===== src/sv/sha_pkg.sv =====
// Package: SHA-256 constants, types and round functions shared by the hasher modules.
`default_nettype none
package sha_pkg;

  localparam int unsigned QueueDepth = 4;
  localparam int unsigned QueuePtrW  = 2;

  typedef enum logic {
    KIND_BYTE   = 1'b0,
    KIND_FINISH = 1'b1
  } kind_t;

  typedef struct packed {
    logic       kind;
    logic [7:0] data_byte;
  } item_t;

  typedef struct packed {
    logic [31:0] digest_word;
    logic [2:0]  word_index;
    logic        last;
  } result_t;

  function automatic logic [31:0] round_k(input logic [5:0] t);
    logic [31:0] k;
    unique case (t)
      6'd0:  k = 32'h428a2f98; 6'd1:  k = 32'h71374491; 6'd2:  k = 32'hb5c0fbcf;
      6'd3:  k = 32'he9b5dba5; 6'd4:  k = 32'h3956c25b; 6'd5:  k = 32'h59f111f1;
      6'd6:  k = 32'h923f82a4; 6'd7:  k = 32'hab1c5ed5; 6'd8:  k = 32'hd807aa98;
      6'd9:  k = 32'h12835b01; 6'd10: k = 32'h243185be; 6'd11: k = 32'h550c7dc3;
      6'd12: k = 32'h72be5d74; 6'd13: k = 32'h80deb1fe; 6'd14: k = 32'h9bdc06a7;
      6'd15: k = 32'hc19bf174; 6'd16: k = 32'he49b69c1; 6'd17: k = 32'hefbe4786;
      6'd18: k = 32'h0fc19dc6; 6'd19: k = 32'h240ca1cc; 6'd20: k = 32'h2de92c6f;
      6'd21: k = 32'h4a7484aa; 6'd22: k = 32'h5cb0a9dc; 6'd23: k = 32'h76f988da;
      6'd24: k = 32'h983e5152; 6'd25: k = 32'ha831c66d; 6'd26: k = 32'hb00327c8;
      6'd27: k = 32'hbf597fc7; 6'd28: k = 32'hc6e00bf3; 6'd29: k = 32'hd5a79147;
      6'd30: k = 32'h06ca6351; 6'd31: k = 32'h14292967; 6'd32: k = 32'h27b70a85;
      6'd33: k = 32'h2e1b2138; 6'd34: k = 32'h4d2c6dfc; 6'd35: k = 32'h53380d13;
      6'd36: k = 32'h650a7354; 6'd37: k = 32'h766a0abb; 6'd38: k = 32'h81c2c92e;
      6'd39: k = 32'h92722c85; 6'd40: k = 32'ha2bfe8a1; 6'd41: k = 32'ha81a664b;
      6'd42: k = 32'hc24b8b70; 6'd43: k = 32'hc76c51a3; 6'd44: k = 32'hd192e819;
      6'd45: k = 32'hd6990624; 6'd46: k = 32'hf40e3585; 6'd47: k = 32'h106aa070;
      6'd48: k = 32'h19a4c116; 6'd49: k = 32'h1e376c08; 6'd50: k = 32'h2748774c;
      6'd51: k = 32'h34b0bcb5; 6'd52: k = 32'h391c0cb3; 6'd53: k = 32'h4ed8aa4a;
      6'd54: k = 32'h5b9cca4f; 6'd55: k = 32'h682e6ff3; 6'd56: k = 32'h748f82ee;
      6'd57: k = 32'h78a5636f; 6'd58: k = 32'h84c87814; 6'd59: k = 32'h8cc70208;
      6'd60: k = 32'h90befffa; 6'd61: k = 32'ha4506ceb; 6'd62: k = 32'hbef9a3f7;
      default: k = 32'hc67178f2;
    endcase
    return k;
  endfunction

  function automatic logic [31:0] initial_hash(input logic [2:0] i);
    logic [31:0] h;
    unique case (i)
      3'd0: h = 32'h6a09e667; 3'd1: h = 32'hbb67ae85;
      3'd2: h = 32'h3c6ef372; 3'd3: h = 32'ha54ff53a;
      3'd4: h = 32'h510e527f; 3'd5: h = 32'h9b05688c;
      3'd6: h = 32'h1f83d9ab; default: h = 32'h5be0cd19;
    endcase
    return h;
  endfunction

  function automatic logic [31:0] rotr(input logic [31:0] x, input int unsigned n);
    return (x >> n) | (x << (32 - n));
  endfunction

endpackage
`default_nettype wire


===== src/sv/sha_stream_if.sv =====
// Interfaces: valid/ready channels for input words and digest result words.
`default_nettype none
interface sha_item_if
  import sha_pkg::*;
();
  logic  valid;
  logic  ready;
  item_t data;
  modport source (output valid, output data, input ready);
  modport sink   (input valid, input data, output ready);
endinterface

interface sha_result_if
  import sha_pkg::*;
();
  logic    valid;
  logic    ready;
  result_t data;
  modport source (output valid, output data, input ready);
  modport sink   (input valid, input data, output ready);
endinterface
`default_nettype wire


===== src/sv/sha_front.sv =====
// Front end: accepts input words and queues them for the compression engine.
`default_nettype none
module sha_front
  import sha_pkg::*;
(
  input  wire logic  clk,
  input  wire logic  rst,
  input  wire logic  in_valid,
  output logic       in_ready,
  input  wire item_t in_item,
  output logic       q_valid,
  input  wire logic  q_ready,
  output item_t      q_item
);
  item_t                slots [QueueDepth];
  logic [QueuePtrW-1:0] wr_ptr;
  logic [QueuePtrW-1:0] rd_ptr;
  logic [QueuePtrW:0]   fill;
  logic                 push;
  logic                 pop;

  assign in_ready = (fill != (QueuePtrW+1)'(QueueDepth));
  assign q_valid  = (fill != '0);
  assign q_item   = slots[rd_ptr];
  assign push     = in_valid && in_ready;
  assign pop      = q_valid && q_ready;

  // Advance pointers and count
  always_ff @(posedge clk) begin
    if (rst) begin
      wr_ptr <= '0;
      rd_ptr <= '0;
      fill   <= '0;
    end else begin
      if (push) wr_ptr <= wr_ptr + 1'b1;
      if (pop) rd_ptr <= rd_ptr + 1'b1;
      if (push && !pop) fill <= fill + 1'b1;
      else if (pop && !push) fill <= fill - 1'b1;
    end
  end

  // Store incoming word, with finish items keeping a clean byte field
  always_ff @(posedge clk) begin
    if (push) begin
      slots[wr_ptr].kind      <= in_item.kind;
      slots[wr_ptr].data_byte <= (in_item.kind == KIND_FINISH) ? 8'h00 : in_item.data_byte;
    end
  end
endmodule
`default_nettype wire


===== src/sv/sha_core.sv =====
// Back end: block buffer, padding sequencer, iterative 64-round compression, digest output.
`default_nettype none
module sha_core
  import sha_pkg::*;
(
  input  wire logic  clk,
  input  wire logic  rst,
  input  wire logic  q_valid,
  output logic       q_ready,
  input  wire item_t q_item,
  output logic       out_valid,
  input  wire logic  out_ready,
  output result_t    out_res
);
  typedef enum logic [2:0] {
    S_IDLE, S_PAD, S_LEN, S_ROUND, S_ADD, S_EMIT
  } state_t;

  state_t       state;
  logic [31:0]  h [8];
  logic [31:0]  v [8];
  logic [31:0]  w [16];
  logic [63:0]  byte_count;
  logic [63:0]  bit_len;
  logic [5:0]   pos;
  logic [5:0]   round;
  logic         final_blk;
  logic         pad_wrapped;
  logic [2:0]   emit_idx;
  logic [2:0]   len_idx;

  logic [31:0]  wt;
  logic [31:0]  w_new;
  logic [31:0]  t1;
  logic [31:0]  t2;
  logic [31:0]  big0;
  logic [31:0]  big1;
  logic [31:0]  ch;
  logic [31:0]  maj;
  logic [31:0]  s0;
  logic [31:0]  s1;
  logic [3:0]   wsel;
  logic [4:0]   byte_lsb;
  logic [7:0]   len_byte;

  assign q_ready   = (state == S_IDLE);
  assign wsel      = pos[5:2];
  // Big-endian byte lane within the word: byte 0 sits in bits 31:24
  assign byte_lsb  = {~pos[1:0], 3'b000};

  // Round datapath: schedule from a 16-word window
  always_comb begin
    s0    = rotr(w[1], 7) ^ rotr(w[1], 18) ^ (w[1] >> 3);
    s1    = rotr(w[14], 17) ^ rotr(w[14], 19) ^ (w[14] >> 10);
    w_new = s1 + w[9] + s0 + w[0];
    wt    = w[0];
    big1  = rotr(v[4], 6) ^ rotr(v[4], 11) ^ rotr(v[4], 25);
    ch    = v[6] ^ (v[4] & (v[5] ^ v[6]));
    t1    = v[7] + big1 + ch + round_k(round) + wt;
    big0  = rotr(v[0], 2) ^ rotr(v[0], 13) ^ rotr(v[0], 22);
    maj   = (v[0] & v[1]) | (v[2] & (v[0] | v[1]));
    t2    = big0 + maj;
    len_byte = 8'(bit_len >> (7'd56 - {len_idx, 3'b000}));
  end

  // Hold state, buffers and registered outputs
  always_ff @(posedge clk) begin
    if (rst) begin
      state       <= S_IDLE;
      byte_count  <= '0;
      pos         <= '0;
      out_valid   <= 1'b0;
      final_blk   <= 1'b0;
      pad_wrapped <= 1'b0;
      for (int i = 0; i < 8; i++) h[i] <= initial_hash(3'(i));
    end else begin
      unique case (state)
        S_IDLE: begin
          if (q_valid) begin
            if (q_item.kind == KIND_BYTE) begin
              w[wsel][byte_lsb +: 8] <= q_item.data_byte;
              byte_count <= byte_count + 64'd1;
              pos        <= pos + 6'd1;
              if (pos == 6'd63) begin
                final_blk <= 1'b0;
                round     <= '0;
                for (int i = 0; i < 8; i++) v[i] <= h[i];
                state     <= S_ROUND;
              end
            end else begin
              bit_len <= {byte_count[60:0], 3'b000};
              w[wsel][byte_lsb +: 8] <= 8'h80;
              pos     <= pos + 6'd1;
              state   <= S_PAD;
            end
          end
        end
        S_PAD: begin
          // Zero-fill; compress early once when the length does not fit
          if (pos == 6'd0 && !pad_wrapped) begin
            pad_wrapped <= 1'b1;
            final_blk   <= 1'b0;
            round       <= '0;
            for (int i = 0; i < 8; i++) v[i] <= h[i];
            state       <= S_ROUND;
          end else if (pos == 6'd56) begin
            len_idx <= '0;
            state   <= S_LEN;
          end else begin
            w[wsel][byte_lsb +: 8] <= 8'h00;
            pos <= pos + 6'd1;
          end
        end
        S_LEN: begin
          w[wsel][byte_lsb +: 8] <= len_byte;
          pos     <= pos + 6'd1;
          len_idx <= len_idx + 3'd1;
          if (len_idx == 3'd7) begin
            final_blk <= 1'b1;
            round     <= '0;
            for (int i = 0; i < 8; i++) v[i] <= h[i];
            state     <= S_ROUND;
          end
        end
        S_ROUND: begin
          v[7] <= v[6]; v[6] <= v[5]; v[5] <= v[4]; v[4] <= v[3] + t1;
          v[3] <= v[2]; v[2] <= v[1]; v[1] <= v[0]; v[0] <= t1 + t2;
          for (int i = 0; i < 15; i++) w[i] <= w[i+1];
          w[15] <= w_new;
          round <= round + 6'd1;
          if (round == 6'd63) state <= S_ADD;
        end
        S_ADD: begin
          for (int i = 0; i < 8; i++) h[i] <= h[i] + v[i];
          if (final_blk) begin
            emit_idx  <= '0;
            out_valid <= 1'b1;
            state     <= S_EMIT;
          end else begin
            // Resume padding after the early block, else take more bytes
            state <= pad_wrapped ? S_PAD : S_IDLE;
          end
        end
        S_EMIT: begin
          if (out_ready) begin
            emit_idx <= emit_idx + 3'd1;
            if (emit_idx == 3'd7) begin
              out_valid   <= 1'b0;
              byte_count  <= '0;
              pos         <= '0;
              pad_wrapped <= 1'b0;
              for (int i = 0; i < 8; i++) h[i] <= initial_hash(3'(i));
              state       <= S_IDLE;
            end
          end
        end
        default: state <= S_IDLE;
      endcase
    end
  end

  assign out_res.digest_word = h[emit_idx];
  assign out_res.word_index  = emit_idx;
  assign out_res.last        = (emit_idx == 3'd7);
endmodule
`default_nettype wire


===== src/sv/sha256_byte_stream_hasher_top.sv =====
// Top level: SHA-256 byte-stream hasher with queued front end and iterative core.
// Each byte word is taken by the core while it is idle; every 64th byte starts a
// compression in the single shared round unit (one round per cycle), during which the
// core takes no new bytes. A finish word pads byte by byte, runs one or two
// compressions and then presents the eight digest words, first word first. A four-entry
// queue in front lets the source keep sending while the core compresses.
`default_nettype none
module sha256_byte_stream_hasher_top
  import sha_pkg::*;
(
  input wire logic clk,
  input wire logic rst,
  sha_item_if.sink     in_ch,
  sha_result_if.source out_ch
);
  logic    q_valid;
  logic    q_ready;
  item_t   q_item;
  item_t   in_item;
  result_t res;

  assign in_item = in_ch.data;

  sha_front u_front (
    .clk, .rst,
    .in_valid (in_ch.valid), .in_ready (in_ch.ready), .in_item (in_item),
    .q_valid, .q_ready, .q_item
  );

  sha_core u_core (
    .clk, .rst,
    .q_valid, .q_ready, .q_item,
    .out_valid (out_ch.valid), .out_ready (out_ch.ready), .out_res (res)
  );

  assign out_ch.data = res;
endmodule
`default_nettype wire

===== src/flat_wrapper.sv =====
// flat-port wrapper written by rule: the top's interface ports become plain ports
module sha256_byte_stream_hasher_top_flat import sha_pkg::*;
  (clk, rst, in_ch_valid, in_ch_data, in_ch_ready, out_ch_valid, out_ch_data, out_ch_ready);
  sha_item_if in_ch_i ();
  sha_result_if out_ch_i ();
  input wire logic clk;
  input wire logic rst;
  input wire logic [$bits(in_ch_i.valid)-1:0] in_ch_valid;
  input wire logic [$bits(in_ch_i.data)-1:0] in_ch_data;
  output wire logic [$bits(in_ch_i.ready)-1:0] in_ch_ready;
  output wire logic [$bits(out_ch_i.valid)-1:0] out_ch_valid;
  output wire logic [$bits(out_ch_i.data)-1:0] out_ch_data;
  input wire logic [$bits(out_ch_i.ready)-1:0] out_ch_ready;
  assign in_ch_i.valid = in_ch_valid;
  assign in_ch_i.data = in_ch_data;
  assign in_ch_ready = in_ch_i.ready;
  assign out_ch_valid = out_ch_i.valid;
  assign out_ch_data = out_ch_i.data;
  assign out_ch_i.ready = out_ch_ready;
  sha256_byte_stream_hasher_top u_core (.clk(clk), .rst(rst), .in_ch(in_ch_i), .out_ch(out_ch_i));
endmodule

===== config.mk =====
export PLATFORM = sky130hd
export DESIGN_NAME = sha256_byte_stream_hasher_top_flat
export DESIGN_NICKNAME = d
export VERILOG_FILES = /design/src/sv/sha_pkg.sv /design/src/sv/sha_stream_if.sv /design/src/sv/sha_front.sv /design/src/sv/sha_core.sv /design/src/sv/sha256_byte_stream_hasher_top.sv /design/src/flat_wrapper.sv
export SDC_FILE = /design/constraint.sdc
export NUM_CORES = 2
export LEC_CHECK = 0
export ABC_CLOCK_PERIOD_IN_PS = 9300
export BUFFER_PORTS_ARGS = -buffer_cell sky130_fd_sc_hd__buf_4
export CAP_MARGIN = 20
export CORE_MARGIN = 8
export CORE_UTILIZATION = 56
export CTS_CLUSTER_DIAMETER = 120
export DETAILED_ROUTE_END_ITERATION = 8
export PLACE_DENSITY = 0.72
export SLEW_MARGIN = 20
export SYNTH_ARGS = -nofsm -noshare
export SYNTH_HDL_FRONTEND = slang
export SYNTH_SLANG_ARGS = --single-unit
export TNS_END_PERCENT = 5

===== constraint.sdc =====
create_clock -name clk -period 9.3 [get_ports clk]
set_input_delay 0.465 -clock clk [delete_from_list [all_inputs] [get_ports clk]]
set_output_delay 0.465 -clock clk [all_outputs]
set_load 0.05 [all_outputs]

# After elaboration in Yosys (flattened, before gate mapping)
# Memories as Yosys holds them, arrays and structs flattened. A register that Yosys moved wholly into a read port is not among the register bits.
# Cells that the tools add are included.
[totals] ff_bits=156 latchBits=0 ram_bits=1060 rom_bits=2048 in_bits=13 output_inout_bits=38 word_cells=551 n_memories=5
[memory_table] name="(name not given)" words=64 width=32 read_ports=1 rd_clocked_by_memory_dff=1 write_ports=0 line="sha_pkg.sv:26" source="unique case (t)"
[memory_table] name="u_core.u_core.w" words=16 width=32 read_ports=16 rd_clocked_by_memory_dff=0 write_ports=16 line="sha_core.sv:22" source="logic [31:0] w [16];"
[memory_table] name="u_core.u_core.h" words=8 width=32 read_ports=9 rd_clocked_by_memory_dff=1 write_ports=8 line="sha_core.sv:20" source="logic [31:0] h [8];"
[memory_table] name="u_core.u_core.v" words=8 width=32 read_ports=8 rd_clocked_by_memory_dff=0 write_ports=8 line="sha_core.sv:21" source="logic [31:0] v [8];"
[memory_table] name="u_core.u_front.slots" words=4 width=9 read_ports=1 rd_clocked_by_memory_dff=1 write_ports=1 line="sha_front.sv:15" source="item_t slots [QueueDepth];"
[op_classes] addsub=29 multipliers=0 n_div=0 n_lt_le_gt_ge=0 eq_ne=25 n_shift=6 muxes=280 bitwise_logic=163 reduce_logical=30
[ops] operator="32-bit two-way mux" count=86
[ops] operator="32-bit adder" count=18
[ops] operator="64-bit two-way mux" count=4
[ops] operator="32-bit XOR" count=8
[ops] operator="1-bit two-way mux" count=149
[ops] operator="1-bit OR" count=136
[ops] operator="64-bit case mux with 2 select lines" count=1
[ops] operator="32-bit AND" count=3
[ops] operator="6-bit two-way mux" count=11
[ops] operator="64-bit by 1-bit adder with 64-bit output (second input constant)" count=1
[ops] operator="32-bit OR" count=2
[ops] operator="8-bit by 7-bit indexed part select with 32-bit output" count=2
[ops] operator="8-bit by 7-bit indexed part select with 32-bit output (first input constant)" count=2
[ops] operator="64-bit by 7-bit right shift with 8-bit output" count=1
[ops] operator="3-bit two-way mux" count=17
[ops] operator="6-bit case mux with 4 select lines" count=2
[ops] operator="10-bit by 32-bit OR with 32-bit output" count=1
[ops] operator="13-bit by 32-bit OR with 32-bit output" count=1
[ops] operator="14-bit by 32-bit OR with 32-bit output" count=1
[ops] operator="15-bit by 32-bit OR with 32-bit output" count=1
[ops] operator="19-bit by 32-bit OR with 32-bit output" count=1
[ops] operator="21-bit by 32-bit OR with 32-bit output" count=1
[ops] operator="25-bit by 32-bit OR with 32-bit output" count=1
[ops] operator="26-bit by 32-bit OR with 32-bit output" count=1
[ops] operator="38 further kinds" count=82

# Logic depth before layout (Yosys ltp)
[depth] depth_word=10 mapped_depth=34 mapped_depth_nobuf=33

# Hierarchy
# Synthesis repeated with hierarchy kept, for this count alone.
[hier_totals] hier_cells=7384 area_unflattened_um2=77454.3
[modules_own_cells] mod="sha_core" instances=1 cells_each=7281 area_per_inst_um2=75623.8 seq_area_each_um2=33822.4
[modules_own_cells] mod="sha_front" instances=1 cells_each=103 area_per_inst_um2=1830.5 seq_area_each_um2=1261.2

# Worst setup path after synthesis
# Ideal clock, no wire load.
[synth_timing] path_kind="reg2reg" startpoint="reg u_core.u_core.state[2]" endpoint="mem u_core.u_core.w[0][3], data pin" setup_ps=254 t_arrival_ps=7227 t_required_ps=9046 path_slack_ps=1819 stages_incl_launch_ff=11 path_buffers=3 synth_period_minus_slack_ps=7481 path_cell_list="dfxtp_1 > buf_2 > or4_1 > clkbuf_1 > nor3b_1 > nand2b_1 > nand2_1 > a22oi_1 > nor2_1 > clkbuf_1 > a21o_1"
[synth_rtl] element="start, declared" line="sha_core.sv:19" source="state_t state;"
[synth_rtl] element="start signal, assigned" line="sha_core.sv:141" source="state <= pad_wrapped ? S_PAD : S_IDLE;"
[synth_rtl] element="end, declared" line="sha_core.sv:22"

==> impl_metrics.py <==
metrics = {
    "sta": {
        "worstMarginPinSlew_ns": 1.12,
        "period_share_pct": 93.0,
        "slew_viol_final": 0,
        "fin_skew_ns": 0.0491,
        "hold_viol_final": 0,
        "worst_slack_ns": 0.654,
        "fmax_ghz": 0.116,
        "setup_tns_ns": 0,
        "layout_min_cycle_time_ns": 8.65,
        "rsz0062_at_grt": "no",
        "slew_headroom_pct": 25.2,
        "setup_viol": 0,
        "holdWs_ns": 0.107,
    },
    "logic_synthesis": {
        "yosysTopAreaCellShare_pct": 39.2,
        "synth_area_um2": 76900,
        "synth.area.top_cells": "edfxtp_1 39%, ha_1 6.6%, a21o_1 6.5%",
        "synth_edf_count": 1005,
        "synth_cells": 7279,
        "synth_commonest_cells": "1022 x nand2_1, 1005 x edfxtp_1, 670 x a21o_1",
        "async_flop_share_pct": 0,
        "ys_ff_latch": 1250,
        "yosysMostFrequentCell": "nand2_1",
        "netlist-cell-type-count": 99,
        "ys.warnings.count": 0,
        "synth_ff_type": "edfxtp_1",
        "seq_area_frac_synth_pct": 45.6,
        "synth.net_count": 7892,
        "synth_top_area_cell": "edfxtp_1",
        "postSynthAreaPerCell_um2": 10.6,
    },
    "setup_path": {
        "cp_max_fo": 6,
        "arrival_ns": 9.14,
        "slowest_delay_ns": 0.52,
        "cp-start-kind": "flop",
        "reg2regPathDepth": 30,
        "cp_top_family": "compound AO/OA/AOI/OAI gates",
        "slowest_stage": "edfxtp_1",
        "cp.depth": 30,
        "crit_type": "flop to flop",
        "critPathBufInv": 3,
        "required_ns": 9.80,
        "endpoint_kind": "flop",
        "cpMostUsedCell": "fa_1",
    },
    "placement": {
        "gp_congestion": 1.00,
        "port_buffers": 50,
        "dp_hpwl_mm": 189,
        "place_area_um2": 79000,
        "dp_slack_ns": 0.789,
    },
    "clock_network": {
        "numCtsBuffers": 141,
        "cts_root_buf": "clkbuf_16",
        "clock_sinks": 1250,
        "clk_latency_ns": 0.79,
        "clockBufferDepth": 3,
        "clkTransAtPathRegs_ns": 0.06,
        "postCtsSetupRepairBufs": 0,
        "cts.htree.levels": 4,
        "cts_tree": "built",
    },
    "floorplanning": {
        "pin_count": 51,
        "die_area_um2": 149000,
        "fp-row-count": 136,
        "initial_utilization_pct": 56.1,
        "coreArea_um2": 137000,
        "die-width_um": 387,
        "die_h_um": 387,
    },
    "detailed_routing": {
        "drcViolationCount": 0,
        "ant_nets": 0,
        "firstDrtPassIters": 7,
        "finalWirelength_mm": 254,
        "avgRoutedWirePerCell_um": 27.9,
        "num_vias": 58600,
        "via_per_inst": 6.42,
        "drtIter0Drc": 6930,
    },
    "global_routing": {
        "grt_remaining_overflow": 0,
        "grt_pass1_vias": 56000,
        "grt_max_degree": 200,
        "grt_pass1_wl_mm": 372,
        "antenna_found_initial": 7,
        "grt_use_total_pct": 32.9,
    },
    "worst_hold_path": {
        "hold_path_class": "input port to flop",
        "whs_path_depth": 2,
    },
    "final_layout": {
        "drive_above_1_share_pct": 8.33,
        "design_area_um2": 83700,
        "area_growth_pct": 8.87,
        "nNetsFinal": 7819,
    },
    "run": {
        "drv_cap": 0,
    },
    "outcome": {
        "status": "finished, final reports clean",
    },
}
==> per-stage QoR <==
stage / cells / util, %
detailed placement: 8855 / 57.7
global route: 9113 / 61.1
finish: 9118 / 61.1
global placement: 8854 / 57.7
floorplan: 7279 / -
CTS: 9112 / 61.1
==> per-layer routing <==
metal / routed length (µm) / vias to the layer above / track usage, % / part of all wire (%)
met4: 14800 / 4 / 15.9 / 5.8
met2: 113000 / 3001 / 51.2 / 44
met5: 34 / - / 0 / 0.013
met1: 103000 / 28900 / 44.6 / 41
li1: - / 26100 / - / -
met3: 23100 / 582 / 6.11 / 9.1
==> cell type report <==
| class | count | area, µm² |
|---|---|---|
| Inverter | 236 | 896 |
| Sequential cell | 1250 | 35100 |
| Tap cell | 1794 | 2240 |
| Fill cell | 11200 | 53300 |
| Antenna cell | 5 | 12.5 |
| Timing Repair Buffer | 172 | 1310 |
| Multi-Input combinational cell | 5405 | 39500 |
| Clock buffer | 185 | 3860 |
| Clock inverter | 71 | 823 |
==> cells in the final DEF (no fill, tap or decap), types with 38 or more instances in the layout <==
cell type	Yosys	routed
xnor2_1	423	423
dfxtp_1	245	242
a21o_1	670	670
nor2_1	401	391
edfxtp_1	1005	1005
fa_1	196	196
clkbuf_16	0	143
buf_4	3	167
nand2_1	1022	1019
o21ai_0	421	381
a31oi_1	45	45
o21a_1	54	54
and3_1	54	54
mux4_2	88	88
o21ai_1	10	50
nand2b_1	62	62
o21bai_1	57	57
o211ai_1	49	49
xor2_1	207	207
nor2b_1	58	58
mux2_2	69	69
inv_1	233	229
nand3_1	105	105
a211oi_1	39	39
nor3_1	89	88
a21oi_1	450	450
ha_1	404	404
or3_1	38	38
==> sequential cells by signal, summed over array words and instances, names as in the netlist, named ones only <==
signal / flops
u_core.u_core.h: 256
u_core.u_core.out_valid: 1
u_core.u_core.emit_idx: 3
u_core.u_core.state: 3
u_core.u_core.len_idx: 3
u_core.u_front.slots: 36
u_core.u_core.round: 6
u_core.u_core.bit_len: 61
u_core.u_core.v: 256
u_core.u_front.fill: 3
u_core.u_core.w: 512
u_core.u_core.byte_count: 61
u_core.u_front.wr_ptr: 2
u_core.u_core.pad_wrapped: 1
u_core.u_core.pos: 6
u_core.u_front.rd_ptr: 2
u_core.u_core.final_blk: 1
==> cell families (layout without fill, tap and decap cells) <==
kind of cell / Yosys count / in the layout / share of synthesized area (%)
xor+xnor: 630 / 630 / 7.17
fa+ha+maj: 630 / 630 / 12.1
other cells: 0 / 5 / 0
mux: 175 / 175 / 3.83
compound gates: 2018 / 2018 / 17.1
buf+inv: 624 / 664 / 3.19
simple gates: 1952 / 1952 / 11.0
flops: 1250 / 1250 / 45.6
==> worst paths after layout <==
path / start / slack [ns] / to
min: in_ch_data[4] / 0.11 / u_core.u_front.slots[0][4]
min reg2reg: u_core.u_core.byte_count[60] / 0.47 / u_core.u_core.bit_len[63]
max: u_core.u_core.v[1][7] / 0.65 / u_core.u_core.v[0][27]
max reg2reg: u_core.u_core.v[1][7] / 0.65 / u_core.u_core.v[0][27]
==> timing repair <==
action                    in CTS  in global routing
hold endpoints to repair       4                  0
resized for setup              0                  0
hold buffers                   1                  0
Power is left out: the tool's default activity adds up to more than one toggle a clock period on the data nets, which glitch-free logic cannot reach.
